==> config.mk <==
export PLATFORM = sky130hd
export DESIGN_NAME = zone_wall_bracket_marker
export DESIGN_NICKNAME = d
export VERILOG_FILES = /design/src/rtl/zwbm_pkg.sv /design/src/rtl/zwbm_ram.sv /design/src/rtl/zwbm_load.sv /design/src/rtl/zwbm_emit.sv /design/src/rtl/zone_wall_bracket_marker.sv
export VERILOG_INCLUDE_DIRS = /design/src /design/src/rtl
export SDC_FILE = /design/constraint.sdc
export NUM_CORES = 2
export LEC_CHECK = 0
export ABC_AREA = 1
export BUFFER_PORTS_ARGS = -buffer_cell sky130_fd_sc_hd__buf_2
export CAP_MARGIN = 20
export CORE_MARGIN = 2
export CORE_UTILIZATION = 40
export CTS_BUF_LIST = sky130_fd_sc_hd__clkbuf_8
export CTS_CLUSTER_DIAMETER = 120
export DETAILED_ROUTE_END_ITERATION = 8
export RECOVER_POWER = 100
export SLEW_MARGIN = 0
export SYNTH_ARGS = -nofsm -noshare
export SYNTH_HDL_FRONTEND = slang
export SYNTH_SLANG_ARGS = --single-unit
==> constraint.sdc <==
create_clock -name clk -period 5.4 [get_ports clk]
set_clock_uncertainty 0.2 [all_clocks]
set_input_delay 1.08 -clock clk [delete_from_list [all_inputs] [get_ports clk]]
set_output_delay 1.08 -clock clk [all_outputs]
set_load 0.01 [all_outputs]
==> src/rtl/zone_wall_bracket_marker_defines.svh <==
// Assertion macros shared by the bracket marker modules.
// Each expects clk and arst_n in the scope where it is used.
`ifndef ZONE_WALL_BRACKET_MARKER_DEFINES_SVH
`define ZONE_WALL_BRACKET_MARKER_DEFINES_SVH

// Consequent must hold in the same cycle as the antecedent.
`define ZWBM_ASSERT_NOW(lbl, ante, cons, msg) \
	lbl: assert property (@(posedge clk) disable iff (!arst_n) (ante) |-> (cons)) \
		else $error(msg);

// Consequent must hold in the cycle after the antecedent.
`define ZWBM_ASSERT_NEXT(lbl, ante, cons, msg) \
	lbl: assert property (@(posedge clk) disable iff (!arst_n) (ante) |=> (cons)) \
		else $error(msg);

`endif

==> src/rtl/zwbm_pkg.sv <==
package zwbm_pkg;

	localparam int MAX_WORDS    = 64;
	localparam int WORD_ID_BITS = 16;

	localparam int ADDR_W   = $clog2(MAX_WORDS);
	localparam int CNT_W    = $clog2(MAX_WORDS + 1);
	localparam int ID_W     = WORD_ID_BITS;
	localparam int CLS_W    = 4;
	localparam int IN_ID_W  = 16;
	localparam int OUT_ID_W = 16;
	localparam int POS_W    = 6;
	localparam int ROLE_W   = 2;
	localparam int MARK_W   = 2;

	// token classes
	localparam logic [CLS_W-1:0] CLS_PLAIN   = 4'd0;
	localparam logic [CLS_W-1:0] CLS_COLON   = 4'd1;
	localparam logic [CLS_W-1:0] CLS_SEMI    = 4'd2;
	localparam logic [CLS_W-1:0] CLS_DASH    = 4'd3;
	localparam logic [CLS_W-1:0] CLS_QUOTE   = 4'd4;
	localparam logic [CLS_W-1:0] CLS_POPEN   = 4'd5;
	localparam logic [CLS_W-1:0] CLS_PCLOSE  = 4'd6;
	localparam logic [CLS_W-1:0] CLS_SOPEN   = 4'd7;
	localparam logic [CLS_W-1:0] CLS_SCLOSE  = 4'd8;

	// stored roles
	localparam logic [ROLE_W-1:0] ROLE_PLAIN = 2'd0;
	localparam logic [ROLE_W-1:0] ROLE_SEP   = 2'd1;
	localparam logic [ROLE_W-1:0] ROLE_OPEN  = 2'd2;
	localparam logic [ROLE_W-1:0] ROLE_CLOSE = 2'd3;

	// marker codes
	localparam logic [MARK_W-1:0] BEFORE_NONE = 2'd0;
	localparam logic [MARK_W-1:0] BEFORE_ZONE = 2'd1;
	localparam logic [MARK_W-1:0] BEFORE_WALL = 2'd2;
	localparam logic [MARK_W-1:0] AFTER_NONE  = 2'd0;
	localparam logic [MARK_W-1:0] AFTER_WALL  = 2'd1;
	localparam logic [MARK_W-1:0] AFTER_ZONE  = 2'd2;

	typedef struct packed {
		logic              word_we;
		logic [ADDR_W-1:0] word_addr;
		logic [ID_W-1:0]   word_data;
		logic              role_we;
		logic [ADDR_W-1:0] role_addr;
		logic [ROLE_W-1:0] role_data;
	} store_wr_t;

	typedef struct packed {
		logic              re;
		logic [ADDR_W-1:0] addr;
	} store_rd_t;

	typedef struct packed {
		logic             start;
		logic [CNT_W-1:0] count;
		logic             ovf;
	} emit_cmd_t;

	function automatic logic [MARK_W-1:0] before_of(input logic [ROLE_W-1:0] role);
		logic [MARK_W-1:0] m;
		case (role)
			ROLE_SEP:   m = BEFORE_WALL;
			ROLE_OPEN:  m = BEFORE_ZONE;
			ROLE_CLOSE: m = BEFORE_WALL;
			default:    m = BEFORE_NONE;
		endcase
		return m;
	endfunction

	function automatic logic [MARK_W-1:0] after_of(input logic [ROLE_W-1:0] role);
		logic [MARK_W-1:0] m;
		case (role)
			ROLE_SEP:   m = AFTER_WALL;
			ROLE_OPEN:  m = AFTER_WALL;
			ROLE_CLOSE: m = AFTER_ZONE;
			default:    m = AFTER_NONE;
		endcase
		return m;
	endfunction

endpackage

==> src/rtl/zwbm_ram.sv <==
module zwbm_ram #(
	parameter int WIDTH = 8,
	parameter int DEPTH = 64
) (
	input  logic                     clk,
	input  logic                     we,
	input  logic [$clog2(DEPTH)-1:0] waddr,
	input  logic [WIDTH-1:0]         wdata,
	input  logic                     re,
	input  logic [$clog2(DEPTH)-1:0] raddr,
	output logic [WIDTH-1:0]         rdata
);

	logic [WIDTH-1:0] mem [DEPTH];
	logic [WIDTH-1:0] rdata_q;

	always_ff @(posedge clk) begin
		if (we) begin
			mem[waddr] <= wdata;
		end
		// read data holds while no read is issued
		if (re) begin
			rdata_q <= mem[raddr];
		end
	end

	assign rdata = rdata_q;

endmodule

==> src/rtl/zwbm_load.sv <==
`include "zone_wall_bracket_marker_defines.svh"

module zwbm_load (
	input  logic                                clk,
	input  logic                                arst_n,
	input  logic                                in_valid,
	output logic                                in_ready,
	input  logic [zwbm_pkg::CLS_W-1:0]          token_class,
	input  logic [zwbm_pkg::IN_ID_W-1:0]        token_id,
	input  logic                                last,
	output zwbm_pkg::store_wr_t                 wr,
	output zwbm_pkg::emit_cmd_t                 cmd,
	input  logic                                done
);

	localparam int AW  = zwbm_pkg::ADDR_W;
	localparam int CW  = zwbm_pkg::CNT_W;
	localparam int IW  = zwbm_pkg::ID_W;

	localparam logic [1:0] ST_LOAD = 2'd0;
	localparam logic [1:0] ST_FIX  = 2'd1;
	localparam logic [1:0] ST_EMIT = 2'd2;

	localparam logic [1:0] FIX_QUOTE  = 2'd0;
	localparam logic [1:0] FIX_PAREN  = 2'd1;
	localparam logic [1:0] FIX_SQUARE = 2'd2;

	logic [1:0]    state_q;
	logic [1:0]    fsel_q;
	logic          last_q;
	logic          start_q;
	logic [CW-1:0] cnt_q;
	logic [CW-1:0] pdepth_q;
	logic [CW-1:0] sdepth_q;
	logic          qpend_q;
	logic [AW-1:0] qpos_q;
	logic          ovf_q;

	logic                          accept;
	logic                          fits;
	logic                          ld;
	logic [AW-1:0]                 pos;
	logic                          p_push;
	logic                          p_pop;
	logic                          s_push;
	logic                          s_pop;
	logic                          q_match;
	logic                          need_fix;
	logic [CW-1:0]                 pdepth_dec;
	logic [CW-1:0]                 sdepth_dec;
	logic [AW-1:0]                 p_rdata;
	logic [AW-1:0]                 s_rdata;
	logic [AW-1:0]                 fix_addr;
	logic [zwbm_pkg::ROLE_W-1:0]   role_new;

	assign in_ready   = (state_q == ST_LOAD);
	assign accept     = in_valid && in_ready;
	assign fits       = (cnt_q < CW'(zwbm_pkg::MAX_WORDS));
	assign ld         = accept && fits;
	assign pos        = cnt_q[AW-1:0];
	assign pdepth_dec = pdepth_q - CW'(1);
	assign sdepth_dec = sdepth_q - CW'(1);

	assign p_push  = ld && (token_class == zwbm_pkg::CLS_POPEN);
	assign p_pop   = ld && (token_class == zwbm_pkg::CLS_PCLOSE) && (pdepth_q != '0);
	assign s_push  = ld && (token_class == zwbm_pkg::CLS_SOPEN);
	assign s_pop   = ld && (token_class == zwbm_pkg::CLS_SCLOSE) && (sdepth_q != '0);
	assign q_match = ld && (token_class == zwbm_pkg::CLS_QUOTE) && qpend_q;
	assign need_fix = p_pop || s_pop || q_match;

	always_comb begin
		role_new = zwbm_pkg::ROLE_PLAIN;
		if (token_class inside {zwbm_pkg::CLS_COLON, zwbm_pkg::CLS_SEMI,
				zwbm_pkg::CLS_DASH}) begin
			role_new = zwbm_pkg::ROLE_SEP;
		end else if (need_fix) begin
			role_new = zwbm_pkg::ROLE_CLOSE;
		end
	end

	always_comb begin
		case (fsel_q)
			FIX_PAREN:  fix_addr = p_rdata;
			FIX_SQUARE: fix_addr = s_rdata;
			default:    fix_addr = qpos_q;
		endcase
	end

	// role port: own role on load, partner's open role in the fix cycle
	always_comb begin
		wr.word_we   = ld;
		wr.word_addr = pos;
		wr.word_data = IW'(token_id);
		if (state_q == ST_FIX) begin
			wr.role_we   = 1'b1;
			wr.role_addr = fix_addr;
			wr.role_data = zwbm_pkg::ROLE_OPEN;
		end else begin
			wr.role_we   = ld;
			wr.role_addr = pos;
			wr.role_data = role_new;
		end
	end

	assign cmd.start = start_q;
	assign cmd.count = cnt_q;
	assign cmd.ovf   = ovf_q;

	zwbm_ram #(.WIDTH(AW), .DEPTH(zwbm_pkg::MAX_WORDS)) u_paren_stack (
		.clk   (clk),
		.we    (p_push),
		.waddr (pdepth_q[AW-1:0]),
		.wdata (pos),
		.re    (p_pop),
		.raddr (pdepth_dec[AW-1:0]),
		.rdata (p_rdata)
	);

	zwbm_ram #(.WIDTH(AW), .DEPTH(zwbm_pkg::MAX_WORDS)) u_square_stack (
		.clk   (clk),
		.we    (s_push),
		.waddr (sdepth_q[AW-1:0]),
		.wdata (pos),
		.re    (s_pop),
		.raddr (sdepth_dec[AW-1:0]),
		.rdata (s_rdata)
	);

	always_ff @(posedge clk or negedge arst_n) begin
		if (!arst_n) begin
			state_q  <= ST_LOAD;
			fsel_q   <= FIX_QUOTE;
			last_q   <= 1'b0;
			start_q  <= 1'b0;
			cnt_q    <= '0;
			pdepth_q <= '0;
			sdepth_q <= '0;
			qpend_q  <= 1'b0;
			qpos_q   <= '0;
			ovf_q    <= 1'b0;
		end else begin
			start_q <= 1'b0;
			case (state_q)
				ST_LOAD: begin
					if (accept) begin
						last_q <= last;
						if (fits) begin
							cnt_q <= cnt_q + CW'(1);
						end else begin
							ovf_q <= 1'b1;
						end
						if (p_push) pdepth_q <= pdepth_q + CW'(1);
						if (p_pop)  pdepth_q <= pdepth_dec;
						if (s_push) sdepth_q <= sdepth_q + CW'(1);
						if (s_pop)  sdepth_q <= sdepth_dec;
						if (ld && (token_class == zwbm_pkg::CLS_QUOTE)) begin
							qpend_q <= !qpend_q;
							if (!qpend_q) qpos_q <= pos;
						end
						if (p_pop) begin
							fsel_q <= FIX_PAREN;
						end else if (s_pop) begin
							fsel_q <= FIX_SQUARE;
						end else begin
							fsel_q <= FIX_QUOTE;
						end
						if (need_fix) begin
							state_q <= ST_FIX;
						end else if (last) begin
							state_q <= ST_EMIT;
							start_q <= 1'b1;
						end
					end
				end
				ST_FIX: begin
					if (last_q) begin
						state_q <= ST_EMIT;
						start_q <= 1'b1;
					end else begin
						state_q <= ST_LOAD;
					end
				end
				ST_EMIT: begin
					// drop the phrase once its last result has gone out
					if (done) begin
						state_q  <= ST_LOAD;
						cnt_q    <= '0;
						pdepth_q <= '0;
						sdepth_q <= '0;
						qpend_q  <= 1'b0;
						qpos_q   <= '0;
						ovf_q    <= 1'b0;
					end
				end
				default: state_q <= ST_LOAD;
			endcase
		end
	end

	`ZWBM_ASSERT_NEXT(a_fix_single, state_q == ST_FIX, state_q != ST_FIX, "fix phase lasted more than one cycle")
	`ZWBM_ASSERT_NOW(a_depth_bound, state_q == ST_LOAD, (pdepth_q <= cnt_q) && (sdepth_q <= cnt_q), "bracket depth exceeds stored tokens")

endmodule

==> src/rtl/zwbm_emit.sv <==
`include "zone_wall_bracket_marker_defines.svh"

module zwbm_emit (
	input  logic                                 clk,
	input  logic                                 arst_n,
	input  zwbm_pkg::emit_cmd_t                  cmd,
	output zwbm_pkg::store_rd_t                  rd,
	input  logic [zwbm_pkg::ID_W-1:0]            word_rdata,
	input  logic [zwbm_pkg::ROLE_W-1:0]          role_rdata,
	output logic                                 done,
	output logic                                 out_valid,
	input  logic                                 out_ready,
	output logic [zwbm_pkg::POS_W-1:0]           position,
	output logic [zwbm_pkg::OUT_ID_W-1:0]        word_id,
	output logic [zwbm_pkg::MARK_W-1:0]          before_mark,
	output logic [zwbm_pkg::MARK_W-1:0]          after_mark,
	output logic                                 truncated,
	output logic                                 final_res
);

	localparam int AW = zwbm_pkg::ADDR_W;
	localparam int CW = zwbm_pkg::CNT_W;
	localparam int PW = zwbm_pkg::POS_W;
	localparam int OW = zwbm_pkg::OUT_ID_W;

	logic          active_q;
	logic [CW-1:0] n_q;
	logic          ovf_q;
	logic [CW-1:0] iss_q;
	logic          rd_valid_s1;
	logic [AW-1:0] rd_idx_s1;

	logic                          out_valid_q;
	logic [PW-1:0]                 pos_q;
	logic [OW-1:0]                 word_q;
	logic [zwbm_pkg::MARK_W-1:0]   bm_q;
	logic [zwbm_pkg::MARK_W-1:0]   am_q;
	logic                          trunc_q;
	logic                          fin_q;

	logic move;
	logic issue;

	// advance the read slot into the output register when it is free or drains
	assign move  = rd_valid_s1 && (!out_valid_q || out_ready);
	assign issue = active_q && (iss_q != n_q) && (!rd_valid_s1 || move);
	assign done  = out_valid_q && out_ready && fin_q;

	assign rd.re   = issue;
	assign rd.addr = iss_q[AW-1:0];

	always_ff @(posedge clk or negedge arst_n) begin
		if (!arst_n) begin
			active_q    <= 1'b0;
			n_q         <= '0;
			ovf_q       <= 1'b0;
			iss_q       <= '0;
			rd_valid_s1 <= 1'b0;
			out_valid_q <= 1'b0;
		end else begin
			if (cmd.start) begin
				active_q <= 1'b1;
				n_q      <= cmd.count;
				ovf_q    <= cmd.ovf;
				iss_q    <= '0;
			end else if (issue) begin
				iss_q <= iss_q + CW'(1);
			end
			if (done) begin
				active_q <= 1'b0;
			end
			if (issue) begin
				rd_valid_s1 <= 1'b1;
			end else if (move) begin
				rd_valid_s1 <= 1'b0;
			end
			if (move) begin
				out_valid_q <= 1'b1;
			end else if (out_ready) begin
				out_valid_q <= 1'b0;
			end
		end
	end

	always_ff @(posedge clk) begin
		if (issue) begin
			rd_idx_s1 <= iss_q[AW-1:0];
		end
		if (move) begin
			pos_q   <= PW'(rd_idx_s1);
			word_q  <= OW'(word_rdata);
			bm_q    <= zwbm_pkg::before_of(role_rdata);
			am_q    <= zwbm_pkg::after_of(role_rdata);
			trunc_q <= ovf_q;
			fin_q   <= ((CW'(rd_idx_s1) + CW'(1)) == n_q);
		end
	end

	assign out_valid   = out_valid_q;
	assign position    = pos_q;
	assign word_id     = word_q;
	assign before_mark = bm_q;
	assign after_mark  = am_q;
	assign truncated   = trunc_q;
	assign final_res   = fin_q;

	`ZWBM_ASSERT_NOW(a_start_idle, cmd.start, !active_q && !out_valid_q && !rd_valid_s1, "emit started while a phrase is still going out")
	`ZWBM_ASSERT_NOW(a_final_pos, out_valid_q && fin_q, (CW'(pos_q) + CW'(1)) == n_q, "final result not at last stored position")

endmodule

==> src/rtl/zone_wall_bracket_marker.sv <==
// Bracket and separator marker for one phrase. Tokens arrive already classed
// (plain, colon, semicolon, dash, quote, paren or square bracket) and are
// stored as they come, up to 64 per phrase; later ones are dropped and every
// result of that phrase then carries truncated. Quotes pair by toggling, and
// parens and square brackets pair through a stack per kind; a close with
// nothing open, an unclosed open and a lone quote stay plain. A close that
// finds its partner (a bracket or a second quote) is followed by a fix
// state before the next token is taken: the role memory has one write port,
// so the open's role is written in the cycle after the close. Once the
// token flagged last transfers and any fix state is through, the loader
// starts the emitter, the stores are read and the output register is
// loaded before out_valid rises for the first result. After that one
// result goes out per cycle while the receiver takes them, in order, with
// final_res on the last one. No new token is taken while a phrase is going
// out; the next phrase can start in the cycle after its final result
// transfers. The stores need no clearing pass after reset.
module zone_wall_bracket_marker (
	input  logic                              clk,
	input  logic                              arst_n,
	input  logic                              in_valid,
	output logic                              in_ready,
	input  logic [zwbm_pkg::CLS_W-1:0]        token_class,
	input  logic [zwbm_pkg::IN_ID_W-1:0]      token_id,
	input  logic                              last,
	output logic                              out_valid,
	input  logic                              out_ready,
	output logic [zwbm_pkg::POS_W-1:0]        position,
	output logic [zwbm_pkg::OUT_ID_W-1:0]     word_id,
	output logic [zwbm_pkg::MARK_W-1:0]       before_mark,
	output logic [zwbm_pkg::MARK_W-1:0]       after_mark,
	output logic                              truncated,
	output logic                              final_res
);

	zwbm_pkg::store_wr_t wr;
	zwbm_pkg::store_rd_t rd;
	zwbm_pkg::emit_cmd_t cmd;

	logic                        done;
	logic [zwbm_pkg::ID_W-1:0]   word_rdata;
	logic [zwbm_pkg::ROLE_W-1:0] role_rdata;

	// Loader: stores tokens, runs the pairing stacks, writes roles.
	zwbm_load u_load (
		.clk         (clk),
		.arst_n      (arst_n),
		.in_valid    (in_valid),
		.in_ready    (in_ready),
		.token_class (token_class),
		.token_id    (token_id),
		.last        (last),
		.wr          (wr),
		.cmd         (cmd),
		.done        (done)
	);

	// Word identifiers, one entry per stored token.
	zwbm_ram #(.WIDTH(zwbm_pkg::ID_W), .DEPTH(zwbm_pkg::MAX_WORDS)) u_word_store (
		.clk   (clk),
		.we    (wr.word_we),
		.waddr (wr.word_addr),
		.wdata (wr.word_data),
		.re    (rd.re),
		.raddr (rd.addr),
		.rdata (word_rdata)
	);

	// Token roles: plain, separator, matched open, matched close.
	zwbm_ram #(.WIDTH(zwbm_pkg::ROLE_W), .DEPTH(zwbm_pkg::MAX_WORDS)) u_role_store (
		.clk   (clk),
		.we    (wr.role_we),
		.waddr (wr.role_addr),
		.wdata (wr.role_data),
		.re    (rd.re),
		.raddr (rd.addr),
		.rdata (role_rdata)
	);

	// Emitter: walks the stores in order and drives the result channel.
	zwbm_emit u_emit (
		.clk         (clk),
		.arst_n      (arst_n),
		.cmd         (cmd),
		.rd          (rd),
		.word_rdata  (word_rdata),
		.role_rdata  (role_rdata),
		.done        (done),
		.out_valid   (out_valid),
		.out_ready   (out_ready),
		.position    (position),
		.word_id     (word_id),
		.before_mark (before_mark),
		.after_mark  (after_mark),
		.truncated   (truncated),
		.final_res   (final_res)
	);

endmodule

# Word-level counts from Yosys, hierarchy flattened

Memory sizes are Yosys's and may differ from the RTL's. A register that Yosys moved wholly into a read port is not among the register bits.
Cells that the tools add are included.

Register bits: 87
Latch bits: 0
Memory bits (writable): 1920
Bits in read-only memories: 0
Input bits: 25
Output and inout bits: 30
Word-level logic and storage cells: 161
Memories kept: 4

Memories:

| memory                    | words | width | rd ports | clocked after memory_dff | write ports | line           | text |
|---|---|---|---|---|---|---|---|
| u_word_store.mem          | 64    | 16    | 1        | 1                        | 1           | zwbm_ram.sv:14 | `logic [WIDTH-1:0] mem [DEPTH];` |
| u_load.u_paren_stack.mem  | 64    | 6     | 1        | 1                        | 1           | zwbm_ram.sv:14 |  |
| u_load.u_square_stack.mem | 64    | 6     | 1        | 1                        | 1           | zwbm_ram.sv:14 |  |
| u_role_store.mem          | 64    | 2     | 1        | 1                        | 1           | zwbm_ram.sv:14 |  |

Add/subtract/negate cells: 7
Multipliers: 0
Div/mod/pow operators: 0
$lt $le $gt $ge: 1
Eq/ne operators: 26
Shift-type cells: 0
Mux-type cells: 59
Bitwise logic cells: 0
Reduce and logical (&&, ||, !) cells: 41

Operator list:

| kind                | count |
|---|---|
| $mux 7              | 11 |
| $pmux 7 s2          | 3 |
| $add 7x1->7 const B | 4 |
| $mux 6              | 4 |
| $pmux 6 s2          | 2 |
| $mux 1              | 23 |
| $reduce_and 4->1    | 5 |
| $mux 2              | 9 |
| $eq 4x3->1 const B  | 4 |
| $logic_and 1x1->1   | 15 |
| $reduce_bool 7->1   | 2 |
| $sub 7x1->7 const B | 2 |
| $ne 2x2->1 const B  | 6 |
| $reduce_bool 2->1   | 5 |
| $mux 9              | 1 |
| $ne 3x3->1 const B  | 3 |
| $eq 2x2->1 const B  | 4 |
| $eq 4x2->1 const B  | 2 |
| $pmux 2 s2          | 2 |
| $add 6x1->7 const B | 1 |
| $eq 7x7->1          | 1 |
| $lt 7x7->1 const B  | 1 |
| $ne 7x7->1          | 1 |
| $eq 2x1->1 const B  | 3 |
| 12 further kinds    | 20 |

# Depth between registers and ports, before layout

Depth in word-level cells: 12
Mapped depth: 17

# Modules after synthesis

From an unflattened synthesis, not the netlist that was laid out.

Cells, all modules: 7407
Area total of the unflattened synthesis: 85002.8 um^2

By module, submodules not included:

| module                               | times used | cells an instance | area each (um^2) | seq. area each (um^2) |
|---|---|---|---|---|
| zwbm_ram at u_word_store             | 1          | 3517              | 42259.3          | 31230.0 |
| zwbm_ram at u_load.u_paren_stack ... | 2          | 1376              | 15990.3          | 11711.2 |
| zwbm_ram at u_role_store             | 1          | 520               | 5634.2           | 3903.7 |
| zwbm_load                            | 1          | 400               | 2795.2           | 875.8 |
| zwbm_emit                            | 1          | 218               | 2333.5           | 1471.4 |

# Worst setup path after synthesis

Ideal clock, no wire load.

Kind: register to register
Start point: reg u_load.cnt_q[2]
End point: mem u_word_store.mem[13][0] (netlist name), enable pin
Setup time: 0.389 ns
Arrival time: 3.481 ns
Slack: 1.331 ns
Cell stages (with the launch flop): 6
Path buffers: 1
Clock period less this slack: 4.069 ns
Path through: dfrtp_1 buf_2 inv_1 nor2_1 nand3_1 nor2_1

Cells in the longest elaborated chain, start to end: 4

Ends and longest elaborated chain:

| item                         | line             | text |
|---|---|---|
| start: declaration           | zwbm_load.sv:32  | `logic [CW-1:0] cnt_q;` |
| start signal: assignment     | zwbm_load.sv:148 | `cnt_q <= cnt_q + CW'(1);` |
| $lt 7x7->1                   | zwbm_load.sv:58  | `assign fits = (cnt_q < CW'(zwbm_pkg::MAX_WORDS));` |
| $logic_and 1x1->1            | zwbm_load.sv:59  | `assign ld = accept && fits;` |
| $mux 1                       | zwbm_ram.sv:18   | `if (we) begin` |
| $mux 1 (implied by the code) | zwbm_ram.sv:19   | `mem[waddr] <= wdata;` |
| end: declaration             | zwbm_ram.sv:14   |  |

Parallel ways exist; a longest one is shown, timed or not.

# Worst setup path after layout

Start point: reg u_load.cnt_q[1]
End point: mem u_word_store.mem[59][1] (netlist name), enable pin

Same word-level chain as after synthesis.

==> impl_table.tex <==
\begin{tabular}{lr}
\hline
Metric & Value \\
\hline
\multicolumn{2}{l}{\textbf{Synthesis}} \\
Average instance area after synthesis & 10.57 µm² \\
Share of synthesized registers carrying an async set or reset & 2.602\% \\
Number of warnings reported in the yosys synthesis log & 0 \\
Synthesized flop and latch total & $\sim$2000 \\
Share of cell area taken by muxes after synthesis & 0\% \\
Dominant register cell in the synthesized netlist & sky130\_fd\_sc\_hd\_\_edfxtp\_1 \\
Post-Syn Nets & 8285 \\
Main combinational cell family by area after synthesis & simple AND/OR/NAND/NOR gates \\
Xor-xnor portion of the synthesized cell area & 0.3991\% \\
Simple logic cell fraction of the synthesized area & 21.22\% \\
Adder and majority gate portion of the synthesized area & less than 1\% \\
Area of the mapped netlist & slightly below 0.09 mm² \\
Synthesized-area fraction occupied by ao, oa, aoi and oai cells & 2.406\% \\
Sequential-to-total area share from yosys stat & $\sim$70\% \\
Number of different library cells in the post-synthesis netlist & 46 \\
Count of flip-flops with a built-in enable after synthesis & 1984 \\
Number of standard cells after synthesis & roughly 8200 \\
\multicolumn{2}{l}{\textbf{Drt}} \\
Routed wire length per instance & around 20 µm \\
1st-iter DRT viols & approximately 6600 \\
Total via count after detailed routing & 58790 \\
Total iterations of the first detailed-routing run & 6 \\
Via density per instance & a little over 5 \\
DRC & 0 \\
Count of nets left with antenna violations after detail routing & 0 \\
Total wirelength of the detailed-routed design & roughly 230000 µm \\
\multicolumn{2}{l}{\textbf{Global routing}} \\
GRT Util Overall & around 20\% \\
Number of global-route vias before repair & $\sim$57000 \\
Overflow left after global routing & 0 \\
Pin count of the biggest net entering global routing & 200 \\
Wire length of the first global-routing pass & $\sim$350000 µm \\
Initial antenna violation count & 8 \\
\multicolumn{2}{l}{\textbf{Timing}} \\
Fmax & between 200 and 250 MHz \\
Count of endpoints failing hold in the final timing report & 0 \\
Count of endpoints failing setup in the final report & 0 \\
Max-slew violations & between 1500 and 2000 \\
Min Hold Slack & between 0.2 and 0.25 ns \\
Final-layout setup total negative slack & 0 ns \\
Relative max-transition margin & -165.5\% \\
Tightest Pin Transition & 3.983 ns \\
Final clock period utilization by the worst path & between 80\% and 90\% \\
Unrepaired setup endpoints after global routing & false \\
Post-layout minimum cycle time & about 4.4 ns \\
\multicolumn{2}{l}{\textbf{Clock network}} \\
Cts bufs inserted & about 340 \\
TritonCTS clock tree & done \\
Clock root buffer & sky130\_fd\_sc\_hd\_\_clkbuf\_8 \\
Number of instances resized during post-cts repair & 0 \\
Buffer depth of the longest clock path & 4 \\
Clock-pin slew reported for the worst setup and hold paths after clock tree synthesis & 0.06 ns \\
Deepest level of the CTS H-tree & 5 \\
Clock latency reported for the late side of the worst-skew pair & 1.07 ns \\
Total number of clock tree sinks & 2037 \\
Setup repair bufs after CTS & 0 \\
\multicolumn{2}{l}{\textbf{Run status}} \\
Failing checks & max-capacitance violations, max-slew violations \\
Status & finished with violations \\
\multicolumn{2}{l}{\textbf{Hold path}} \\
Hold/Removal Path Class & in2reg \\
\multicolumn{2}{l}{\textbf{Place}} \\
Post-DP HPWL & around 130000 µm \\
Placer Congestion & approximately 0.86 \\
Area of placed instances & 0.09045 mm² \\
Count of input and output buffers & 54 \\
\multicolumn{2}{l}{\textbf{Cells and area}} \\
Leading cell types in the layout, fill and taps excluded & 2546 x sky130\_fd\_sc\_hd\_\_nand2\_1, 1984 x sky130\_fd\_sc\_hd\_\_edfxtp\_1, 1032 x sky130\_fd\_sc\_hd\_\_nand3\_1, 912 x sky130\_fd\_sc\_hd\_\_inv\_1, 866 x sky130\_fd\_sc\_hd\_\_nor2\_1 \\
Share of layout cells above drive strength 1 & roughly 6.6\% \\
Finished Cell Area & between 0.09 and 0.1 mm² \\
Most common library cell in the layout ignoring fill and taps & sky130\_fd\_sc\_hd\_\_nand2\_1 \\
Net total in the final layout & around 8400 \\
Signed area change from the synthesized netlist to the final layout & 10.14\% \\
\multicolumn{2}{l}{\textbf{Die}} \\
Core box area & roughly 0.22 mm² \\
Cell Rows & around 170 \\
Top-Level Pins & 55 \\
Die width & about 470 µm \\
Area of the die & around 0.22 mm² \\
Starting Density & between 40 and 50\% \\
Vertical die dimension & 470.8 µm \\
\multicolumn{2}{l}{\textbf{Worst setup path}} \\
Highest net fanout along the worst path & 45 \\
Data required time of the worst path & 5.84 ns \\
Ordered list of cells on the worst path & nand4\_1 > nor2\_1 > clkbuf\_1 \\
Type of destination of the critical path & flop \\
Kind of critical path & reg2reg \\
CP arrival & 4.87 ns \\
Largest delay contributor family on the critical path & flip-flops \\
Number of buffer and inverter instances along the worst setup path & 1 \\
Setup slack on the worst flop-to-flop path & roughly 0.97 ns \\
Startpoint class of the critical path & flop \\
Worst-path cell with the longest stage delay & sky130\_fd\_sc\_hd\_\_dfrtp\_1 \\
Peak per-stage delay on the critical path & 1.67 ns \\
\multicolumn{2}{l}{\textbf{Run}} \\
\# Max-Cap Violations & 41 \\
\multicolumn{2}{l}{\textbf{Power and ir drop}} \\
Static Leakage & between 30 and 40 nW \\
Design Power & around 43 mW \\
Power density over the cells & about 450 mW/mm² \\
Highest ir drop seen on vdd & around 360 µV \\
\hline
\end{tabular}
## cells by family after synthesis
group                      Yosys count
AOI/OAI and AO/OA                  394
xor gates and xnor gates            38
adders and majority gates           13
buffers and inverters             1246
DFF                               2037
and+or+nand+nor                   4519
## metal layers
layer  GRT usage, %  vias to the layer above  part of all wire (%)
met5              0                        -                0.0056
met1          28.71                    28280                    43
met2          31.98                     2389                    46
li1               -                    27620                     -
met3          3.335                      497                   8.0
met4          7.256                        2                   3.3
## final timing paths
kind	from	end	cells past startpoint
worst max-delay path	u_load.cnt_q[1]	u_word_store.mem[59][1]	3
worst min-delay path	out_ready	u_emit.out_valid	4
worst max register to register	u_load.cnt_q[1]	u_word_store.mem[59][1]	3
worst min register to register	u_word_store.rdata[0]	u_emit.word_id[0]	0
max in group asynchronous	arst_n	u_load.sdepth_q[0]	3
min in group asynchronous	arst_n	u_load.cnt_q[1]	3
## cells in the mapped netlist, types with 3 or more instances
library cell               count  area [µm²]
sky130_fd_sc_hd__nand3_2       8       80.08
sky130_fd_sc_hd__buf_4        36       270.3
sky130_fd_sc_hd__xnor2_1      18       157.7
sky130_fd_sc_hd__nor2_2        4       25.02
sky130_fd_sc_hd__clkinv_1     10       37.54
sky130_fd_sc_hd__buf_6        17       191.4
sky130_fd_sc_hd__dfrtp_1      53        1326
sky130_fd_sc_hd__edfxtp_1   1984       59580
sky130_fd_sc_hd__buf_1        43       161.4
sky130_fd_sc_hd__o21ai_2       7       61.31
sky130_fd_sc_hd__nand2_1    2545        9553
sky130_fd_sc_hd__nor2_1      869        3262
sky130_fd_sc_hd__clkbuf_1    161       604.3
sky130_fd_sc_hd__nand4_1       9       56.30
sky130_fd_sc_hd__xor2_1       18       157.7
sky130_fd_sc_hd__o21ai_1      13       65.06
sky130_fd_sc_hd__nand2_2       9       56.30
sky130_fd_sc_hd__nand3_1    1030        5155
sky130_fd_sc_hd__a21oi_1      44       220.2
sky130_fd_sc_hd__nor3_1       15       75.07
sky130_fd_sc_hd__o31ai_1       3       22.52
sky130_fd_sc_hd__ha_1         13       162.7
sky130_fd_sc_hd__nor2_4        5       56.30
sky130_fd_sc_hd__or2_2        17       106.4
sky130_fd_sc_hd__buf_2       158       790.8
sky130_fd_sc_hd__inv_1       800        3003
sky130_fd_sc_hd__o211ai_1     19       142.6
sky130_fd_sc_hd__o21ai_0     299        1496
sky130_fd_sc_hd__inv_2        19       71.32
## area by class of cell
type,instances,area [µm²]
Clock buffer,355,4886
Timing Repair Buffer,204,1267
Inverter,830,3158
Fill cell,20490,121000
Tap cell,2854,3571
Clock inverter,228,1074
Antenna cell,6,15.01
Multi-Input combinational cell,4964,21100
Sequential cell,2037,60930
## report_power, final
group | leakage, nW | switching, mW | internal [mW]
clock network | 3.47 | 6.06 | 6.33
registers | 18.6 | 0.635 | 18.3
logic | 15.7 | 8.83 | 3.18
## timing repair
item | in CTS | in global routing
hold endpoints to repair | 54 | 0
endpoints found under the setup margin | 0 | 0
hold buffers | 2 | 0
## worst reg2reg max path, delay by kind of cell, from the launching register on
| kind | cells | cell delay, ns |
|---|---|---|
| buffers and inverters | 1 | 0.81 |
| flip-flops | 1 | 1.67 |
| AND/OR/NAND/NOR | 2 | 1.32 |
## flip-flops by register name, indices dropped and copies added, names as in the netlist, 2 cells and up
register and count:
u_emit.after_mark 2, u_emit.before_mark 2, u_emit.iss_q 7, u_emit.n_q 7, u_emit.position 6, u_emit.rd_idx_s1 6
u_emit.word_id 16, u_load.cnt_q 7, u_load.fsel_q 2, u_load.pdepth_q 7, u_load.qpos_q 6, u_load.sdepth_q 7
u_load.state_q 2, u_load.u_paren_stack.mem 384, u_load.u_paren_stack.rdata 6, u_load.u_square_stack.mem 384, u_load.u_square_stack.rdata 6, u_role_store.mem 128
u_role_store.rdata 2, u_word_store.mem 1024, u_word_store.rdata 16
## metrics by stage
step	instances	util, %	setup WS [ns]
finish	11480	44.25	0.9717
global route	11480	44.25	0.7751
CTS	11470	44.45	1.780
detailed placement	10890	41.69	1.519
global placement	10880	41.67	1.548
floorplan	8247	-	1.331
No activity file was read; power rests on OpenSTA's default activity.
